**config.mk**
```make
export PLATFORM = sky130hd
export DESIGN_NAME = paged_translation_fifo_replace
export DESIGN_NICKNAME = d
export VERILOG_FILES = /design/src/rtl/ptfr_pkg.sv /design/src/rtl/paged_translation_fifo_replace.sv /design/src/rtl/ptfr_ctrl.sv /design/src/rtl/ptfr_dp.sv
export VERILOG_INCLUDE_DIRS = /design/src /design/src/rtl
export SDC_FILE = /design/constraint.sdc
export NUM_CORES = 1
export LEC_CHECK = 0
export ABC_AREA = 1
export BUFFER_PORTS_ARGS = -buffer_cell sky130_fd_sc_hd__buf_2
export CAP_MARGIN = 25
export CORE_MARGIN = 4
export CORE_UTILIZATION = 35
export DETAILED_ROUTE_END_ITERATION = 12
export GPL_TIMING_DRIVEN = 0
export PLACE_DENSITY = 0.52
export SKIP_LAST_GASP = 1
export SYNTH_ARGS = -nofsm -noshare
export SYNTH_HDL_FRONTEND = slang
export SYNTH_SLANG_ARGS = --single-unit
export TNS_END_PERCENT = 5
```
**constraint.sdc**
```tcl
create_clock -name i_clk -period 8.8 [get_ports i_clk]
set_clock_uncertainty 0.2 [all_clocks]
set_input_delay 0.44 -clock i_clk [delete_from_list [all_inputs] [get_ports i_clk]]
set_output_delay 0.44 -clock i_clk [all_outputs]
set_load 0.005 [all_outputs]
```
**src/rtl/paged_translation_fifo_replace_assert.svh**
```systemverilog
`ifndef PAGED_TRANSLATION_FIFO_REPLACE_ASSERT_SVH
`define PAGED_TRANSLATION_FIFO_REPLACE_ASSERT_SVH

// same-cycle implication
`define PTFR_ASSERT_NOW(lbl, a, c, msg) \
    lbl: assert property (@(posedge i_clk) disable iff (!i_rst_n) (a) |-> (c)) \
        else $error(msg);

// delayed implication
`define PTFR_ASSERT_LATER(lbl, a, c, msg) \
    lbl: assert property (@(posedge i_clk) disable iff (!i_rst_n) (a) |-> ##2 (c)) \
        else $error(msg);

`endif

```
**src/rtl/ptfr_pkg.sv**
```systemverilog
package ptfr_pkg;

    localparam int PAGES       = 16;
    localparam int PAGE_W      = 4;
    localparam int MAX_FRAMES  = 8;
    localparam int SLOT_W      = 3;
    localparam int COUNT_W     = 4;
    localparam int OFFSET_BITS = 12;
    localparam int FRAME_BITS  = 8;
    localparam int LIST_W      = 64;
    localparam int CNT_W       = 32;
    localparam int CFG_IDX_W   = 2;
    localparam int ADDR_W      = 20;

    localparam logic [CFG_IDX_W-1:0] CFG_FRAME_LIST  = 2'd0;
    localparam logic [CFG_IDX_W-1:0] CFG_FRAME_COUNT = 2'd1;
    localparam logic [CFG_IDX_W-1:0] CFG_VALID_MASK  = 2'd2;

    typedef enum logic [1:0] {
        ST_OK        = 2'd0,
        ST_INVALID   = 2'd1,
        ST_NO_FRAMES = 2'd2
    } t_status;

    typedef struct packed {
        logic load;
        logic exec;
    } t_cmd;

endpackage

```
**src/rtl/paged_translation_fifo_replace.sv**
```systemverilog
// channel  | handshake                  | payload
// ---------+----------------------------+-----------------------------------------
// request  | start / busy               | i_page, i_offset, i_is_write
// result   | o_done (one-cycle strobe)  | o_status, o_phys_addr, o_fault,
//          |                            | o_dirty_evict, o_*_seen counters
// config   | i_cfg_valid / o_cfg_ready  | i_cfg_index, i_cfg_data
//
// A request is captured in the idle state; the page table read-modify-write
// and slot lookup run in the exec state; o_done pulses the cycle after that.
// A new request may start in the cycle o_done is high. Reset is synchronous,
// active low, and clears the table and counters. The receiver cannot stall
// results.
`include "paged_translation_fifo_replace_assert.svh"

module paged_translation_fifo_replace (
    input  logic                                   i_clk,
    input  logic                                   i_rst_n,
    input  logic                                   start,
    output logic                                   busy,
    input  logic [ptfr_pkg::PAGE_W-1:0]            i_page,
    input  logic [ptfr_pkg::OFFSET_BITS-1:0]       i_offset,
    input  logic                                   i_is_write,
    output logic                                   o_done,
    output logic [1:0]                             o_status,
    output logic [ptfr_pkg::ADDR_W-1:0]            o_phys_addr,
    output logic                                   o_fault,
    output logic                                   o_dirty_evict,
    output logic [ptfr_pkg::CNT_W-1:0]             o_reads_seen,
    output logic [ptfr_pkg::CNT_W-1:0]             o_writes_seen,
    output logic [ptfr_pkg::CNT_W-1:0]             o_faults_seen,
    output logic [ptfr_pkg::CNT_W-1:0]             o_dirty_evicts_seen,
    input  logic                                   i_cfg_valid,
    output logic                                   o_cfg_ready,
    input  logic [ptfr_pkg::CFG_IDX_W-1:0]         i_cfg_index,
    input  logic [ptfr_pkg::LIST_W-1:0]            i_cfg_data
);

    ptfr_pkg::t_cmd cmd;

    ptfr_ctrl u_ctrl (
        .i_clk   (i_clk),
        .i_rst_n (i_rst_n),
        .start   (start),
        .busy    (busy),
        .o_cmd   (cmd),
        .o_done  (o_done)
    );

    ptfr_dp u_dp (
        .i_clk               (i_clk),
        .i_rst_n             (i_rst_n),
        .i_cmd               (cmd),
        .i_cfg_we            (i_cfg_valid && o_cfg_ready),
        .i_cfg_index         (i_cfg_index),
        .i_cfg_data          (i_cfg_data),
        .i_page              (i_page),
        .i_offset            (i_offset),
        .i_is_write          (i_is_write),
        .o_status            (o_status),
        .o_phys_addr         (o_phys_addr),
        .o_fault             (o_fault),
        .o_dirty_evict       (o_dirty_evict),
        .o_reads_seen        (o_reads_seen),
        .o_writes_seen       (o_writes_seen),
        .o_faults_seen       (o_faults_seen),
        .o_dirty_evicts_seen (o_dirty_evicts_seen)
    );

    assign o_cfg_ready = !busy;

    `PTFR_ASSERT_LATER(a_done_follows, start && !busy, o_done, "request gave no result")
    `PTFR_ASSERT_NOW(a_done_idle, o_done, !busy, "result while still busy")
    `PTFR_ASSERT_NOW(a_wb_needs_fault, o_done && o_dirty_evict, o_fault, "write back without fault")
    `PTFR_ASSERT_NOW(a_fault_ok, o_done && o_fault, o_status == ptfr_pkg::ST_OK, "fault with error status")

endmodule

```
**src/rtl/ptfr_ctrl.sv**
```systemverilog
module ptfr_ctrl (
    input  logic            i_clk,
    input  logic            i_rst_n,
    input  logic            start,
    output logic            busy,
    output ptfr_pkg::t_cmd  o_cmd,
    output logic            o_done
);

    typedef enum logic [1:0] {
        S_IDLE = 2'b01,
        S_EXEC = 2'b10
    } t_state;

    t_state r_state;
    t_state n_state;
    logic   r_done;

    always_comb begin
        n_state = r_state;
        case (r_state)
            S_IDLE: begin
                if (start) begin
                    n_state = S_EXEC;
                end
            end
            S_EXEC: begin
                n_state = S_IDLE;
            end
            default: begin
                n_state = S_IDLE;
            end
        endcase
    end

    always_ff @(posedge i_clk) begin
        if (!i_rst_n) begin
            r_state <= S_IDLE;
            r_done  <= 1'b0;
        end else begin
            r_state <= n_state;
            r_done  <= (r_state == S_EXEC);
        end
    end

    assign busy        = (r_state != S_IDLE);
    assign o_cmd.load  = (r_state == S_IDLE) && start;
    assign o_cmd.exec  = (r_state == S_EXEC);
    assign o_done      = r_done;

endmodule

```
**src/rtl/ptfr_dp.sv**
```systemverilog
module ptfr_dp (
    input  logic                                   i_clk,
    input  logic                                   i_rst_n,
    input  ptfr_pkg::t_cmd                         i_cmd,
    input  logic                                   i_cfg_we,
    input  logic [ptfr_pkg::CFG_IDX_W-1:0]         i_cfg_index,
    input  logic [ptfr_pkg::LIST_W-1:0]            i_cfg_data,
    input  logic [ptfr_pkg::PAGE_W-1:0]            i_page,
    input  logic [ptfr_pkg::OFFSET_BITS-1:0]       i_offset,
    input  logic                                   i_is_write,
    output logic [1:0]                             o_status,
    output logic [ptfr_pkg::ADDR_W-1:0]            o_phys_addr,
    output logic                                   o_fault,
    output logic                                   o_dirty_evict,
    output logic [ptfr_pkg::CNT_W-1:0]             o_reads_seen,
    output logic [ptfr_pkg::CNT_W-1:0]             o_writes_seen,
    output logic [ptfr_pkg::CNT_W-1:0]             o_faults_seen,
    output logic [ptfr_pkg::CNT_W-1:0]             o_dirty_evicts_seen
);

    localparam logic [ptfr_pkg::CNT_W-1:0] SAT = '1;

    logic [ptfr_pkg::LIST_W-1:0]        r_frame_list;
    logic [ptfr_pkg::COUNT_W-1:0]       r_frame_count;
    logic [ptfr_pkg::PAGES-1:0]         r_valid_mask;

    logic [ptfr_pkg::PAGE_W-1:0]        r_page;
    logic [ptfr_pkg::OFFSET_BITS-1:0]   r_offset;
    logic                               r_is_write;

    logic [ptfr_pkg::PAGES-1:0]         r_present;
    logic [ptfr_pkg::PAGES-1:0]         n_present;
    logic [ptfr_pkg::SLOT_W-1:0]        r_pg_slot  [ptfr_pkg::PAGES];
    logic [ptfr_pkg::FRAME_BITS-1:0]    r_pg_frame [ptfr_pkg::PAGES];
    logic [ptfr_pkg::MAX_FRAMES-1:0]    r_slot_live;
    logic [ptfr_pkg::MAX_FRAMES-1:0]    r_slot_mod;
    logic [ptfr_pkg::PAGE_W-1:0]        r_slot_owner [ptfr_pkg::MAX_FRAMES];
    logic [ptfr_pkg::SLOT_W-1:0]        r_next_slot;

    logic [ptfr_pkg::CNT_W-1:0]         r_reads;
    logic [ptfr_pkg::CNT_W-1:0]         r_writes;
    logic [ptfr_pkg::CNT_W-1:0]         r_faults;
    logic [ptfr_pkg::CNT_W-1:0]         r_wbs;

    logic [1:0]                         r_status;
    logic [ptfr_pkg::ADDR_W-1:0]        r_addr;
    logic                               r_fault;
    logic                               r_wb;

    logic                               pg_valid;
    logic                               pg_present;
    logic [ptfr_pkg::SLOT_W-1:0]        pg_slot;
    logic [ptfr_pkg::COUNT_W-1:0]       count;
    logic [ptfr_pkg::SLOT_W-1:0]        slot;
    logic [ptfr_pkg::COUNT_W-1:0]       slot_inc;
    logic [ptfr_pkg::SLOT_W-1:0]        n_next_slot;
    logic [ptfr_pkg::PAGE_W-1:0]        victim;
    logic                               victim_wb;
    logic [ptfr_pkg::FRAME_BITS-1:0]    new_frame;
    logic [ptfr_pkg::FRAME_BITS-1:0]    use_frame;
    logic                               take_fault;
    logic                               no_frames;
    logic                               hit;
    logic [1:0]                         n_status;

    always_comb begin
        pg_valid    = r_valid_mask[r_page];
        pg_present  = r_present[r_page];
        pg_slot     = r_pg_slot[r_page];
        count       = (r_frame_count > ptfr_pkg::COUNT_W'(ptfr_pkg::MAX_FRAMES))
                      ? ptfr_pkg::COUNT_W'(ptfr_pkg::MAX_FRAMES) : r_frame_count;
        slot        = ({1'b0, r_next_slot} < count) ? r_next_slot : '0;
        slot_inc    = {1'b0, slot} + ptfr_pkg::COUNT_W'(1);
        n_next_slot = (slot_inc == count) ? '0 : slot_inc[ptfr_pkg::SLOT_W-1:0];
        victim      = r_slot_owner[slot];
        victim_wb   = r_slot_live[slot] && r_slot_mod[slot];
        new_frame   = r_frame_list[{slot, 3'b000} +: ptfr_pkg::FRAME_BITS];
        no_frames   = pg_valid && !pg_present && (count == '0);
        take_fault  = pg_valid && !pg_present && (count != '0);
        hit         = pg_valid && pg_present;
        use_frame   = take_fault ? new_frame : r_pg_frame[r_page];
        n_present   = r_present;
        if (take_fault) begin
            if (r_slot_live[slot]) begin
                n_present[victim] = 1'b0;
            end
            n_present[r_page] = 1'b1;
        end
        if (!pg_valid) begin
            n_status = ptfr_pkg::ST_INVALID;
        end else if (no_frames) begin
            n_status = ptfr_pkg::ST_NO_FRAMES;
        end else begin
            n_status = ptfr_pkg::ST_OK;
        end
    end

    always_ff @(posedge i_clk) begin
        if (!i_rst_n) begin
            r_frame_list  <= '0;
            r_frame_count <= '0;
            r_valid_mask  <= '0;
            r_present     <= '0;
            r_slot_live   <= '0;
            r_next_slot   <= '0;
            r_reads       <= '0;
            r_writes      <= '0;
            r_faults      <= '0;
            r_wbs         <= '0;
        end else begin
            if (i_cfg_we) begin
                case (i_cfg_index)
                    ptfr_pkg::CFG_FRAME_LIST:  r_frame_list  <= i_cfg_data;
                    ptfr_pkg::CFG_FRAME_COUNT: r_frame_count <= i_cfg_data[ptfr_pkg::COUNT_W-1:0];
                    ptfr_pkg::CFG_VALID_MASK:  r_valid_mask  <= i_cfg_data[ptfr_pkg::PAGES-1:0];
                    default: begin
                    end
                endcase
            end
            if (i_cmd.exec) begin
                if (r_is_write) begin
                    r_writes <= (r_writes == SAT) ? r_writes : r_writes + 1'b1;
                end else begin
                    r_reads <= (r_reads == SAT) ? r_reads : r_reads + 1'b1;
                end
                if (take_fault) begin
                    r_present          <= n_present;
                    r_slot_live[slot]  <= 1'b1;
                    r_next_slot        <= n_next_slot;
                    r_faults <= (r_faults == SAT) ? r_faults : r_faults + 1'b1;
                    if (victim_wb) begin
                        r_wbs <= (r_wbs == SAT) ? r_wbs : r_wbs + 1'b1;
                    end
                end
            end
        end
    end

    always_ff @(posedge i_clk) begin
        if (i_cmd.load) begin
            r_page     <= i_page;
            r_offset   <= i_offset;
            r_is_write <= i_is_write;
        end
        if (i_cmd.exec) begin
            if (take_fault) begin
                r_slot_owner[slot] <= r_page;
                r_slot_mod[slot]   <= r_is_write;
                r_pg_slot[r_page]  <= slot;
                r_pg_frame[r_page] <= new_frame;
            end else if (hit && r_is_write) begin
                r_slot_mod[pg_slot] <= 1'b1;
            end
            r_status <= n_status;
            r_addr   <= (hit || take_fault) ? {use_frame, r_offset} : '0;
            r_fault  <= take_fault;
            r_wb     <= take_fault && victim_wb;
        end
    end

    assign o_status            = r_status;
    assign o_phys_addr         = r_addr;
    assign o_fault             = r_fault;
    assign o_dirty_evict       = r_wb;
    assign o_reads_seen        = r_reads;
    assign o_writes_seen       = r_writes;
    assign o_faults_seen       = r_faults;
    assign o_dirty_evicts_seen = r_wbs;

endmodule

```
After elaboration in Yosys (flattened, before gate mapping). Memories as Yosys holds them, arrays and structs flattened. A register that Yosys moved wholly into a read port is not among the register bits. Index checks and enable logic that the tools add are counted.

$add $sub $neg: 5. $lt $le $gt $ge: 10. Eq/ne operators: 10. Shift-type cells: 1. Mux-type cells: 30. Bitwise gates (word level): 10. Reduce and logical (&&, ||, !) cells: 31.

Operators with widths (count): 32-bit by 1-bit adder with 32-bit output, second input constant (4); 32-bit equality test, second input constant (4); 64-bit by 7-bit indexed part select with 8-bit output (1); 16-bit 2-to-1 mux (2); 8-bit 2-to-1 mux (3); 16-bit AND (1); 16-bit inverter (1); 16-bit bitwise OR (1); 8-bit bitwise OR (2); 1-bit logical AND (13); 2-bit AND reduction (6); 1-bit 2-to-1 mux (11); 4-bit by 5-bit less-than comparator with 1-bit output, second input constant (2); 3-bit AND reduction (3); 1-bit binary-select mux with 4-bit select (2); 8-bit bitwise mux (1); 1-bit demux with 4-bit select (2); 4-bit by 1-bit greater-or-equal comparator with 1-bit output, second input constant (2); 3-bit by 4-bit less-than comparator with 1-bit output, second input constant (2); 4-bit 2-to-1 mux (2); 1-bit binary-select mux with 3-bit select (2); 1-bit demux with 3-bit select (2); 3-bit by 1-bit greater-or-equal comparator with 1-bit output, second input constant (2); 3-bit 2-to-1 mux (2); other kinds (16) (24).

Register bits: 291. Bits in writable memories: 208. Input port bits: 87. Output and inout bits: 155. Word-level logic and storage cells: 120. Memories kept: 3.

Memories: u_dp.r_pg_frame (words 16, bits a word 8, rd ports 1, clocked after memory_dff 1, write ports 1, RTL line ptfr_dp.sv:34) `logic [ptfr_pkg::FRAME_BITS-1:0] r_pg_frame [ptfr_pkg::PAGES];`; u_dp.r_pg_slot (words 16, bits a word 3, rd ports 1, clocked after memory_dff 1, write ports 1, RTL line ptfr_dp.sv:33) `logic [ptfr_pkg::SLOT_W-1:0] r_pg_slot [ptfr_pkg::PAGES];`; u_dp.r_slot_owner (words 8, bits a word 4, rd ports 1, clocked after memory_dff 0, write ports 1, RTL line ptfr_dp.sv:37) `logic [ptfr_pkg::PAGE_W-1:0] r_slot_owner [ptfr_pkg::MAX_FRAMES];`.

Logic depth before layout (Yosys ltp). Gate-level depths: netlist of run 1. An unclocked memory read counts as a cell.

Word-level depth: 14. Depth in mapped cells: 20. Mapped depth without buffers: 18.

Modules after synthesis. From an unflattened synthesis of run 1, not the netlist that was laid out.

Cells, all modules: 2596. Area total of the unflattened synthesis: 22517.8 um^2.

By module, submodules not included: ptfr_dp (times used 1, cells an instance 2579, area each 22391.5 um^2, sequential area each 12582.1 um^2); ptfr_ctrl (times used 1, cells an instance 14, area each 112.6 um^2, sequential area each 60.1 um^2); paged_translation_fifo_replace (times used 1, cells an instance 3, area each 13.8 um^2, sequential area each 0.0 um^2).

Worst setup path before layout of run 1. Ideal clock, no wire load.

Path type: reg2reg. Start point: reg u_ctrl.r_state[1]. End point: reg u_dp.r_reads (netlist bit u_dp.o_reads_seen[16]). Library setup time: 0.128 ns. Data arrival time: 3.072 ns. Data required time: 8.472 ns. Path slack: 5.400 ns. Stages on the path, launching flop included: 14. Path buffers: 1. Cells stage by stage: dfxtp_1 -> inv_1 -> nor2_1 -> inv_1 -> nor2_1 -> nand2_1 -> clkbuf_1 -> inv_1 -> nand4_1 -> nor3_1 -> nand3_1 -> xnor2_1 -> inv_1 -> nor2_1.

RTL lines: start, declared (RTL line ptfr_ctrl.sv:15) `t_state r_state;`; start signal, assigned (RTL line ptfr_ctrl.sv:41) `r_state <= n_state;`; end signal, assigned (RTL line ptfr_dp.sv:124) `r_reads <= (r_reads == SAT) ? r_reads : r_reads + 1'b1;`; end, declared (RTL line ptfr_dp.sv:40) `logic [ptfr_pkg::CNT_W-1:0] r_reads;`.

Worst setup path after layout of run 1.
Start point: reg u_dp.r_page[1] (netlist bit). End point: mem u_dp.r_pg_frame[8][2] (netlist bit), enable pin.

Word-level cells in the longest chain between the ends: 8.

Ends and longest elaborated chain: start, declared (RTL line ptfr_dp.sv:27) `logic [ptfr_pkg::PAGE_W-1:0] r_page;`; start signal, assigned (RTL line ptfr_dp.sv:141) `r_page <= i_page;`; 1-bit binary-select mux with 4-bit select (RTL line ptfr_dp.sv:68) `pg_present = r_present[r_page];`; 1-bit 2-to-1 mux (implied by the code) (RTL line ptfr_dp.sv:68); 1-bit logical NOT (RTL line ptfr_dp.sv:79) `take_fault = pg_valid && !pg_present && (count != '0);`; 1-bit logical AND (2 in series) (RTL line ptfr_dp.sv:79); 1-bit 2-to-1 mux (RTL line ptfr_dp.sv:146) `if (take_fault) begin`; 1-bit 2-to-1 mux (RTL line ptfr_dp.sv:145) `if (i_cmd.exec) begin`; 1-bit 2-to-1 mux (implied by the code) (RTL line ptfr_dp.sv:150) `r_pg_frame[r_page] <= new_frame;`; end, declared (RTL line ptfr_dp.sv:34).

Several ways; a longest one is shown, not always the timed one. The select of a mux whose other input is x is not followed.

==> results of run 1 <==
-- cell type report --
type	instances	share of cell area (%)
sequential	503	46.1
inverter	279	3.82
tap	846	3.86
buffer	106	1.62
timing repair buffer	332	7.87
multi-input combinational	1636	29.7
clock buffer	72	5.66
clock inverter	30	1.37
antenna	5	0.0456
-- cells in the mapped netlist, types with 4 or more instances --
cell      instances
nor2_2            6
nor2_1          360
nor3_1           66
o21ai_0         177
o22ai_1           9
inv_2            12
xor2_1           48
clkbuf_1         70
o211ai_1         20
a21oi_1         214
nand4_1          46
nor4_1           40
inv_1           265
buf_1            11
nand3_1         107
xnor2_1          12
mux2i_1          12
edfxtp_1        257
o21a_1            5
ha_1              7
a22oi_1          80
o21ai_1           4
dfxtp_1         246
buf_2            22
nor3b_1           4
nand2_1         386
a31oi_1           5
or4_1             6
-- worst max-delay path: cells and delay by family, from the launching register on --
family                 cells  cell delay, ns
buffers and inverters      5            1.00
AND/OR/NAND/NOR            9            2.11
flip-flops                 1            0.81
AO/OA/AOI/OAI              1            0.09
-- worst min-delay path by stage --
| stage | start | end | slack, ns | cells past startpoint |
|---|---|---|---|---|
| 2_1_floorplan | u_dp.r_frame_list[16]$_SDFFE_PN0P_ | u_dp.r_frame_list[16]$_SDFFE_PN0P_ | 0.23 | 2 |
| 4_1_cts | i_cfg_valid | u_dp.r_frame_count[3]$_SDFFE_PN0P_ | 0.1 | 3 |
| 3_5_place_dp | u_dp.r_frame_list[12]$_SDFFE_PN0P_ | u_dp.r_frame_list[12]$_SDFFE_PN0P_ | 0.25 | 2 |
| 5_1_grt | i_cfg_valid | u_dp.r_frame_count[3]$_SDFFE_PN0P_ | 0.16 | 3 |
| 6_report | i_cfg_valid | u_dp.r_frame_count[3]$_SDFFE_PN0P_ | 0.14 | 3 |
| 3_3_place_gp | u_dp.r_frame_list[16]$_SDFFE_PN0P_ | u_dp.r_frame_list[16]$_SDFFE_PN0P_ | 0.24 | 2 |
-- power by group through the flow --
stage	clock [mW]	sequential (mW)	combinational (mW)
after floorplan	0	2.55	0.140
after global placement	0	2.55	0.238
after detailed placement	0	2.55	0.243
after CTS	2.52	2.50	0.273
after global routing	2.61	2.51	0.303
final	2.47	2.50	0.276
-- flip-flops by register name (all words and copies together) (netlist names), 2 cells and up, named ones only --
register,cells
u_dp.r_pg_frame,128
u_dp.r_frame_list,64
u_dp.r_pg_slot,48
u_dp.o_dirty_evicts_seen,32
u_dp.o_faults_seen,32
u_dp.o_reads_seen,32
u_dp.o_writes_seen,32
u_dp.r_slot_owner,32
u_dp.o_phys_addr,20
u_dp.r_present,16
u_dp.r_valid_mask,16
u_dp.r_offset,12
u_dp.r_slot_live,8
u_dp.r_slot_mod,8
u_dp.r_frame_count,4
u_dp.r_page,4
u_dp.r_next_slot,3
u_ctrl.r_state,2
u_dp.o_status,2
-- metal layers --
metal,GRT usage [%],vias up,part of all wire [%]
met4,5.86,8,2.5
met5,0,-,0.064
met3,3.66,117,6.9
met2,34.8,753,46
li1,-,9402,-
met1,30.2,9470,45
-- metrics by stage --
| stage | instance area (um2) | utilization (%) | setup slack (ns) | instances | hold WS (ns) |
|---|---|---|---|---|---|
| after CTS | 27400 | 43.6 | 4.37 | 3804 | 0.0995 |
| after detailed placement | 24700 | 39.2 | 4.41 | 3621 | 0.252 |
| after global routing | 27400 | 43.6 | 4.12 | 3806 | 0.159 |
| after global placement | 24500 | 38.9 | 2.62 | 3611 | 0.243 |
| final | 27400 | 43.6 | 4.28 | 3809 | 0.143 |
| after floorplan | 22200 | - | 5.40 | 2524 | 0.230 |
-- cells by family after synthesis --
| family | Yosys count |
|---|---|
| and+or+nand+nor | 1035 |
| AOI/OAI and AO/OA | 522 |
| DFF | 503 |
| buffers and inverters | 385 |
| xor gates and xnor gates | 60 |
| muxes | 12 |
| adders and majority gates | 7 |
-- timing repair --
item	CTS	global route
endpoints found under the hold margin	98	0
hold buffers	81	0
gates resized for setup	0	0
==> impl_metrics.ini, run 1 <==
[run_status]
status = complete, no violations

[detailed_routing]
antenna_left = 0
drtIter0Drc = 1829
wl_per_cell_um = 19.7
viasPerCell = 5.19
wirelength_um = 75000
first_pass_iters = 7
drc_errors = 0
vias = 19800

[placed_design]
hpwl_um = 54000
place_congestion = 0.957
port-buffer-count = 241

[layout]
drive_gt1_share_pct = 13.6
final_cell_mix = nand2_1, nor2_1, inv_1, buf_2, edfxtp_1
nNetsFinal = 3008
multi_input_area_mm2 = 0.00815
n_fill_cell = 6256
register_area_mm2 = 0.0126
final_common_cell = nand2_1
syn_to_final_growth_pct = 23.3

[die]
fp.dieH_um = 260
initial_core_util_pct = 35.3
die_width_um = 260
ios = 242
die_area_mm2 = 0.0677
rows = 92
placeableCoreArea_mm2 = 0.0630

[yosys]
syn_nets = 2618
synth-xor-area-share_pct = 2.36
syn_area_per_cell_um2 = 8.81
muxShareOfSynthArea_pct = 0.540
synth.top_cell.area_share_pct = 34.7
synth_area_mm2 = 0.0222
yosysWarnings = 0
synth_top_cell_by_area = edfxtp_1
synth-edff-count = 257
syn_inst = 2524
synthSimpleGateAreaFrac_pct = 20.0
synth_top_family_by_area = simple AND/OR/NAND/NOR gates
async_reset_ff_share_pct = 0
synth_area_leaders = edfxtp_1, dfxtp_1, nand2_1
ys_ff_latch = 503
ys_types = 46
dominantRegCellSynth = edfxtp_1
synthAdderAreaFrac_pct = 0.394
synth_compound_area_share_pct = 13.1
ys_seq_area_share_pct = 56.8

[pwr]
p_leak_nw = 10.7
intPower_mw = 4.08
p_switching_mw = 1.17
power_density_mw_per_mm2 = 191
ir_drop_v = 0.000140
power_mw = 5.25
power.share.switching_pct = 22.3
p_seq_share_pct = 47.7
pwr-share-comb_pct = 5.3
clkPwrFrac_pct = 47.0

[worst_setup_path]
endpoint = u_dp.r_pg_frame[8][2]$_DFFE_PP_
startpoint = u_dp.r_page[1]$_DFFE_PP_
rr_worst_depth = 15
crit_top_cell = nand2_1
worstReg2RegStart = u_dp.r_page[1]$_DFFE_PP_
rrSetupSlack_ns = 4.28
startpoint_type = flip-flop
cp-end-kind = flip-flop
cp_cell_sequence = inv_2 -> nor2_2 -> buf_4 -> a22oi_1 -> nand2_1 -> nand2_1 -> nand2_1 -> inv_2 -> nand2_2 -> nand3_4 -> nor2_2 -> buf_2 -> nand2_1 -> nor2_1 -> buf_6
crit_fanout = 12
crit_arrival_ns = 4.63
cpPeakStageDelay_ns = 0.81
cp_data_required_time_ns = 8.91
timing.rr.end = u_dp.r_pg_frame[8][2]$_DFFE_PP_
critPathSlowestCell = edfxtp_1
path_class = reg2reg

[clock_network]
clockBufferDepth = 3
cts_tree = built
numCtsBuffers = 56
clk_latency_ns = 0.60
cts-root-buf = clkbuf_16
postCtsSetupBuffers = 0
clk_pin_slew_worst_paths_ns = 0.06
cts_sinks = 503
htree_levels = 2

[sta]
report.final.hold_viol_count = 0
finalCritPeriodShare_pct = 51.4
relSlewSlack_pct = 30.3
finalSetupTns_ns = 0
slew_violations = 0
report.final.setup_viol = 0
period_minus_slack_ns = 4.52
worst_slew_pin_slew_ns = 1.04
rsz0062_at_grt = no
fmax_mhz = 221

[global_routing]
track_usage_pct = 21.6
grt_pass1_wl_um = 114000
antenna_found_initial = 9
grt_max_degree = 25
grt_pass1_vias = 19300
grt_overflow_total = 0

[worst_hold_path]
hp-class = in2reg

[run]
drv_cap = 0
Note: power is estimated with default switching activity, not from simulation.
==> run 2, diff against run 1 <==
--- a/config.mk
+++ b/config.mk
@@ -13,7 +13,7 @@
 export CORE_UTILIZATION = 35
 export DETAILED_ROUTE_END_ITERATION = 12
 export GPL_TIMING_DRIVEN = 0
-export PLACE_DENSITY = 0.52
+export PLACE_DENSITY = 0.54
 export SKIP_LAST_GASP = 1
 export SYNTH_ARGS = -nofsm -noshare
 export SYNTH_HDL_FRONTEND = slang
==> constraint.sdc (replaced) <==
create_clock -name i_clk -period 3.8 [get_ports i_clk]
set_clock_uncertainty 0.2 [all_clocks]
set_input_delay 0.19 -clock i_clk [delete_from_list [all_inputs] [get_ports i_clk]]
set_output_delay 0.19 -clock i_clk [all_outputs]
set_load 0.005 [all_outputs]
==> run 2 against run 1 <==
- the run now ends with negative setup slack left
- highest routed layer unchanged
- critical path type unchanged
- setup slack worse by 4.3 ns
- global-route usage down 0.36 points
- cell count grew 0.97%
- utilization is 0.68 points higher
- count of clock-buffer cells in the layout shrank 2
- die area stayed put
==> impl_metrics.ini, run 2 (same netlist as run 1, synthesis figures left out) <==
[run]
drv_cap = 0

[pwr]
p_leak_nw = 10.9
ir_drop_v = 0.000331
power_density_mw_per_mm2 = 432
power_mw = 12.0

[worst_setup_path]
startpoint = u_dp.r_page[1]$_DFFE_PP_
path_class = reg2reg
startpoint_type = flip-flop
critPathSlowestCell = edfxtp_1
cp-end-kind = flip-flop
worstReg2RegStart = u_dp.r_page[1]$_DFFE_PP_
crit_fanout = 10
crit_arrival_ns = 3.94
cp_cell_sequence = buf_4 -> nor2_4 -> buf_2 -> a22oi_1 -> nand2_1 -> nand2_1 -> nand2_1 -> inv_2 -> nand2_2 -> nand3_4 -> nor2_4 -> inv_2 -> nor3_1 -> inv_2 -> nor2_2 -> buf_4
cpPeakStageDelay_ns = 0.49
cp_data_required_time_ns = 3.89

[global_routing]
antenna_found_initial = 10
grt_overflow_total = 0
grt_max_degree = 25
grt_pass1_vias = 19100
grt_pass1_wl_um = 112000
track_usage_pct = 21.2

[die]
ios = 242
initial_core_util_pct = 35.3
die_area_mm2 = 0.0677
fp.dieH_um = 260
rows = 92
placeableCoreArea_mm2 = 0.0630
die_width_um = 260

[layout]
nNetsFinal = 3042
largest_reg_flops = 128
fin_util_pct = 44.3
stdcell_count = 3846
drive_gt1_share_pct = 15.0
top_register = u_dp.r_pg_frame
final_cell_mix = nand2_1, nor2_1, buf_2, inv_1, edfxtp_1
final_common_cell = nand2_1
reg.largest.list = u_dp.r_pg_frame (128), u_dp.r_frame_list (64), u_dp.r_pg_slot (48)
syn_to_final_growth_pct = 25.3

[sta]
report.final.hold_viol_count = 0
relSlewSlack_pct = 31.8
report.final.setup_viol = 43
rsz0062_at_grt = yes
finalCritPeriodShare_pct = 101
slew_violations = 0
finalSetupTns_ns = -0.993
worst_slew_pin_slew_ns = 1.02
period_minus_slack_ns = 3.85
finalWorstSetupSlack_ns = -0.0508
fmax_mhz = 260

[placed_design]
hpwl_um = 53800
place_ws_ns = -0.521
port-buffer-count = 241
place_inst = 3626
place_congestion = 0.938

[clock_network]
clockBufferDepth = 3
cts-root-buf = clkbuf_16
clk_pin_slew_worst_paths_ns = 0.06
cts_tree = built
clk_latency_ns = 0.61
htree_levels = 2
numCtsBuffers = 57
cts_sinks = 503

[worst_hold_path]
min_from = i_rst_n
hp-class = in2reg

[detailed_routing]
wirelength_um = 73900
vias = 19700
viasPerCell = 5.13
drtIter0Drc = 1718
wl_per_cell_um = 19.2
antenna_left = 0
first_pass_iters = 5
drc_errors = 0

[run_status]
status = complete, but fails checks
violations = negative setup slack
==> run 2: cell count changes in the layout (fill, tap and decap cells not counted), moves of 6 or more <==
cell | previous run | this run
clkbuf_8 | 7 | 1
nor2_1 | 348 | 338
clkinv_2 | 8 | 14
buf_4 | 3 | 18
nor2_4 | 4 | 16
dlygate4sd3_1 | 81 | 92
==> run 2: stage by stage <==
step           hold slack (ns)  instance area, um2
2_1_floorplan           0.0889               22200
3_3_place_gp             0.172               24500
3_5_place_dp             0.170               24700
4_1_cts                 0.0373               27700
5_1_grt                 0.0850               27900
6_report                0.0743               27900
==> run 2: layer usage <==
layer,GRT usage [%],vias up,part of all wire (%)
li1,-,9482,-
met1,28.6,9342,44
met2,34.3,761,45
met3,4.60,140,7.6
met4,6.93,14,3.1
met5,0,-,0.12
==> run 2: cell type report <==
cell class,instances,area [um2]
multi-input cells,1636,8300
plain buffers,106,450
clock inverters,38,358
diodes,3,7.51
fillers,6219,35100
flip-flops and latches,503,12600
well taps,846,1060
clock buffers,70,1530
inverters,279,1050
repair buffers,365,2480
==> run 2: where the power goes <==
part	switching (mW)	leakage, nW	internal [mW]	total (mW)
registers	0.0379	4.48	5.75	5.79
clock network	2.26	0.931	3.32	5.57
logic	0.429	5.49	0.237	0.666
total	2.73	10.9	9.31	12.0
==> run 2: timing repair <==
action / CTS / global route
pin swaps: 1 / 4
setup endpoints to repair: 333 / 347
resized for setup: 13 / 38
buffers inserted: 7 / 9
hold buffers: 92 / 0
hold endpoints to repair: 107 / 0
==> run 2: worst paths after layout <==
| path | to | slack [ns] | depth (start not counted) |
|---|---|---|---|
| max | u_dp.r_pg_frame[6][5]$_DFFE_PP_ | -0.05 | 16 |
| min | u_dp.o_writes_seen[31]$_SDFFE_PN0P_ | 0.07 | 4 |
| max reg2reg | u_dp.r_pg_frame[6][5]$_DFFE_PP_ | -0.05 | 16 |
| min reg2reg | u_dp.r_frame_list[0]$_SDFFE_PN0P_ | 0.25 | 2 |
==> run 2: critical path, delay by kind of cell (launching register included) <==
family                 cells  cell delay [ns]
DFF                        1             0.49
buffers and inverters      6             1.17
and+or+nand+nor            9             1.49
AOI/OAI and AO/OA          1             0.15
==> run 3, diff against run 2 <==
--- a/config.mk
+++ b/config.mk
@@ -11,6 +11,7 @@
 export CAP_MARGIN = 25
 export CORE_MARGIN = 4
 export CORE_UTILIZATION = 35
+export CTS_BUF_LIST = sky130_fd_sc_hd__clkbuf_8
 export DETAILED_ROUTE_END_ITERATION = 12
 export GPL_TIMING_DRIVEN = 0
 export PLACE_DENSITY = 0.54
==> run 3 against run 2 <==
- the flow still finishes with violations (negative setup slack)
- cell area increased by 0.70%
- die area did not move
- via count increased by 1.8%
- first-iteration DRC count rose by 6.3%
- combinational power rose by 3%
- worst hold slack got worse by 0.017 ns
- sequential power about the same
- critical path depth unchanged
- maximum frequency shrank 1.4%
- clock power shrank 8.1%
- setup slack worse by 0.053 ns
- highest routed layer unchanged
==> impl_metrics.ini, run 3 (same netlist as run 1, synthesis figures left out) <==
[sta]
hold_ws_ns = 0.0573
relSlewSlack_pct = 31.8
finalSetupTns_ns = -1.88
finalCritPeriodShare_pct = 103
report.final.hold_viol_count = 0
slew_violations = 0
worst_slew_pin_slew_ns = 1.02
report.final.setup_viol = 37
fmax_mhz = 256
rsz0062_at_grt = yes
finalWorstSetupSlack_ns = -0.104
period_minus_slack_ns = 3.90

[placed_design]
port-buffer-count = 241
place_congestion = 0.938
place_inst = 3626
hpwl_um = 53800
dpl-instance-area_mm2 = 0.0247
place_ws_ns = -0.521

[clock_network]
clockBufferDepth = 3
cts_tree = built
clk_pin_slew_worst_paths_ns = 0.06
cts_sinks = 503
clk_latency_ns = 0.70
htree_levels = 3
cts-root-buf = clkbuf_8
numCtsBuffers = 90

[worst_setup_path]
rr_worst_depth = 16
crit_arrival_ns = 4.07
rrSetupSlack_ns = -0.10
cp_cell_sequence = buf_4 -> nor2_4 -> buf_2 -> a22oi_1 -> nand2_1 -> nand2_1 -> nand2_1 -> inv_2 -> nand2_2 -> nand3_4 -> nor2_4 -> inv_2 -> nor3_1 -> inv_2 -> nor2_2 -> buf_6
path_class = reg2reg
worstReg2RegStart = u_dp.r_page[1]$_DFFE_PP_
cp_data_required_time_ns = 3.96
timing.rr.end = u_dp.r_pg_slot[10][2]$_DFFE_PP_
cpPeakStageDelay_ns = 0.48
startpoint_type = flip-flop
critPathSlowestCell = edfxtp_1
crit_fanout = 10
cp-end-kind = flip-flop

[worst_hold_path]
hold_depth = 2
worstHoldEndpoint = u_dp.r_page[2]$_DFFE_PP_
min_from = i_page[2]
hp-class = in2reg

[die]
die_area_mm2 = 0.0677
die_width_um = 260
ios = 242
placeableCoreArea_mm2 = 0.0630
rows = 92
initial_core_util_pct = 35.3
fp.dieH_um = 260

[layout]
stdcell_count = 3932
reg.largest.list = u_dp.r_pg_frame (128), u_dp.r_frame_list (64), u_dp.r_pg_slot (48)
largest_reg_flops = 128
final_cell_mix = nand2_1, nor2_1, inv_1, buf_2, edfxtp_1
stdcell_area_mm2 = 0.0281
syn_to_final_growth_pct = 26.1
fin_util_pct = 44.6
drive_gt1_share_pct = 16.1
top_register = u_dp.r_pg_frame
nNetsFinal = 3100
final_common_cell = nand2_1
n_fill_cell = 6226

[pwr]
power_mw = 11.6
power_density_mw_per_mm2 = 413
ir_drop_v = 0.000247
p_leak_nw = 11.1

[detailed_routing]
viasPerCell = 5.11
wl_per_cell_um = 19.0
antenna_left = 0
wirelength_um = 74900
drtIter0Drc = 1827
vias = 20100
first_pass_iters = 5
drc_errors = 0

[global_routing]
grt_overflow_total = 0
track_usage_pct = 21.6
grt_pass1_vias = 19700
grt_max_degree = 25
antenna_found_initial = 11
grt_pass1_wl_um = 113000

[run_status]
status = complete, but fails checks
violations = negative setup slack

[run]
drv_cap = 0
==> run 3: how the worst max path moves through the flow <==
stage                     cells after the start                                from                                 end  slack (ns)
after global placement                        8      u_ctrl.r_state[1]$_SDFFE_PN0P_     u_dp.r_pg_frame[2][5]$_DFFE_PP_       -2.40
after floorplan                              13      u_ctrl.r_state[1]$_SDFFE_PN0P_  u_dp.o_reads_seen[16]$_SDFFE_PN0P_        0.40
after detailed placement                     15            u_dp.r_page[0]$_DFFE_PP_     u_dp.r_pg_frame[2][5]$_DFFE_PP_       -0.52
final                                        16            u_dp.r_page[1]$_DFFE_PP_     u_dp.r_pg_slot[10][2]$_DFFE_PP_       -0.10
after CTS                                    15  u_dp.r_frame_count[3]$_SDFFE_PN0P_  u_dp.o_phys_addr[18]$_SDFFCE_PN0P_       -0.19
after global routing                         13  u_dp.r_frame_count[3]$_SDFFE_PN0P_    u_dp.r_pg_frame[11][4]$_DFFE_PP_       -0.19
==> run 3: area by class of cell <==
type	count	area (um2)	area share, %
Tap cell	846	1060	3.77
Clock buffer	101	1390	4.95
Clock inverter	66	420	1.50
Antenna cell	5	12.5	0.0446
Sequential cell	503	12600	45.0
Timing Repair Buffer	390	2730	9.72
Multi-Input combinational cell	1636	8320	29.6
Inverter	279	1050	3.73
Buffer	106	448	1.60
==> run 3: critical path, delay by kind of cell (launching register included) <==
family                 cells  cell delay (ns)
and+or+nand+nor            9             1.58
buffers and inverters      6             1.11
DFF                        1             0.48
AOI/OAI and AO/OA          1             0.18
==> run 3: power breakdown <==
group	total, mW	internal, mW	switching, mW
Sequential	5.79	5.76	0.0380
Combinational	0.685	0.250	0.434
Clock	5.12	2.78	2.34
==> run 3: routing by layer <==
| layer | routed length [um] | up-vias | share of wire [%] | global-route usage, % |
|---|---|---|---|---|
| met5 | 80 | - | 0.11 | 0 |
| met4 | 2100 | 14 | 2.8 | 7.54 |
| met3 | 6230 | 156 | 8.3 | 5.12 |
| met2 | 34100 | 790 | 46 | 34.9 |
| met1 | 32300 | 9518 | 43 | 28.4 |
| li1 | - | 9607 | - | - |
==> run 3: what timing repair did <==
| item | CTS | global route |
|---|---|---|
| hold endpoints to repair | 124 | 0 |
| gates resized for setup | 19 | 34 |
| endpoints found under the setup margin | 333 | 353 |
| buffers inserted | 7 | 14 |
| pin swaps | 1 | 6 |
| hold buffers | 112 | 0 |
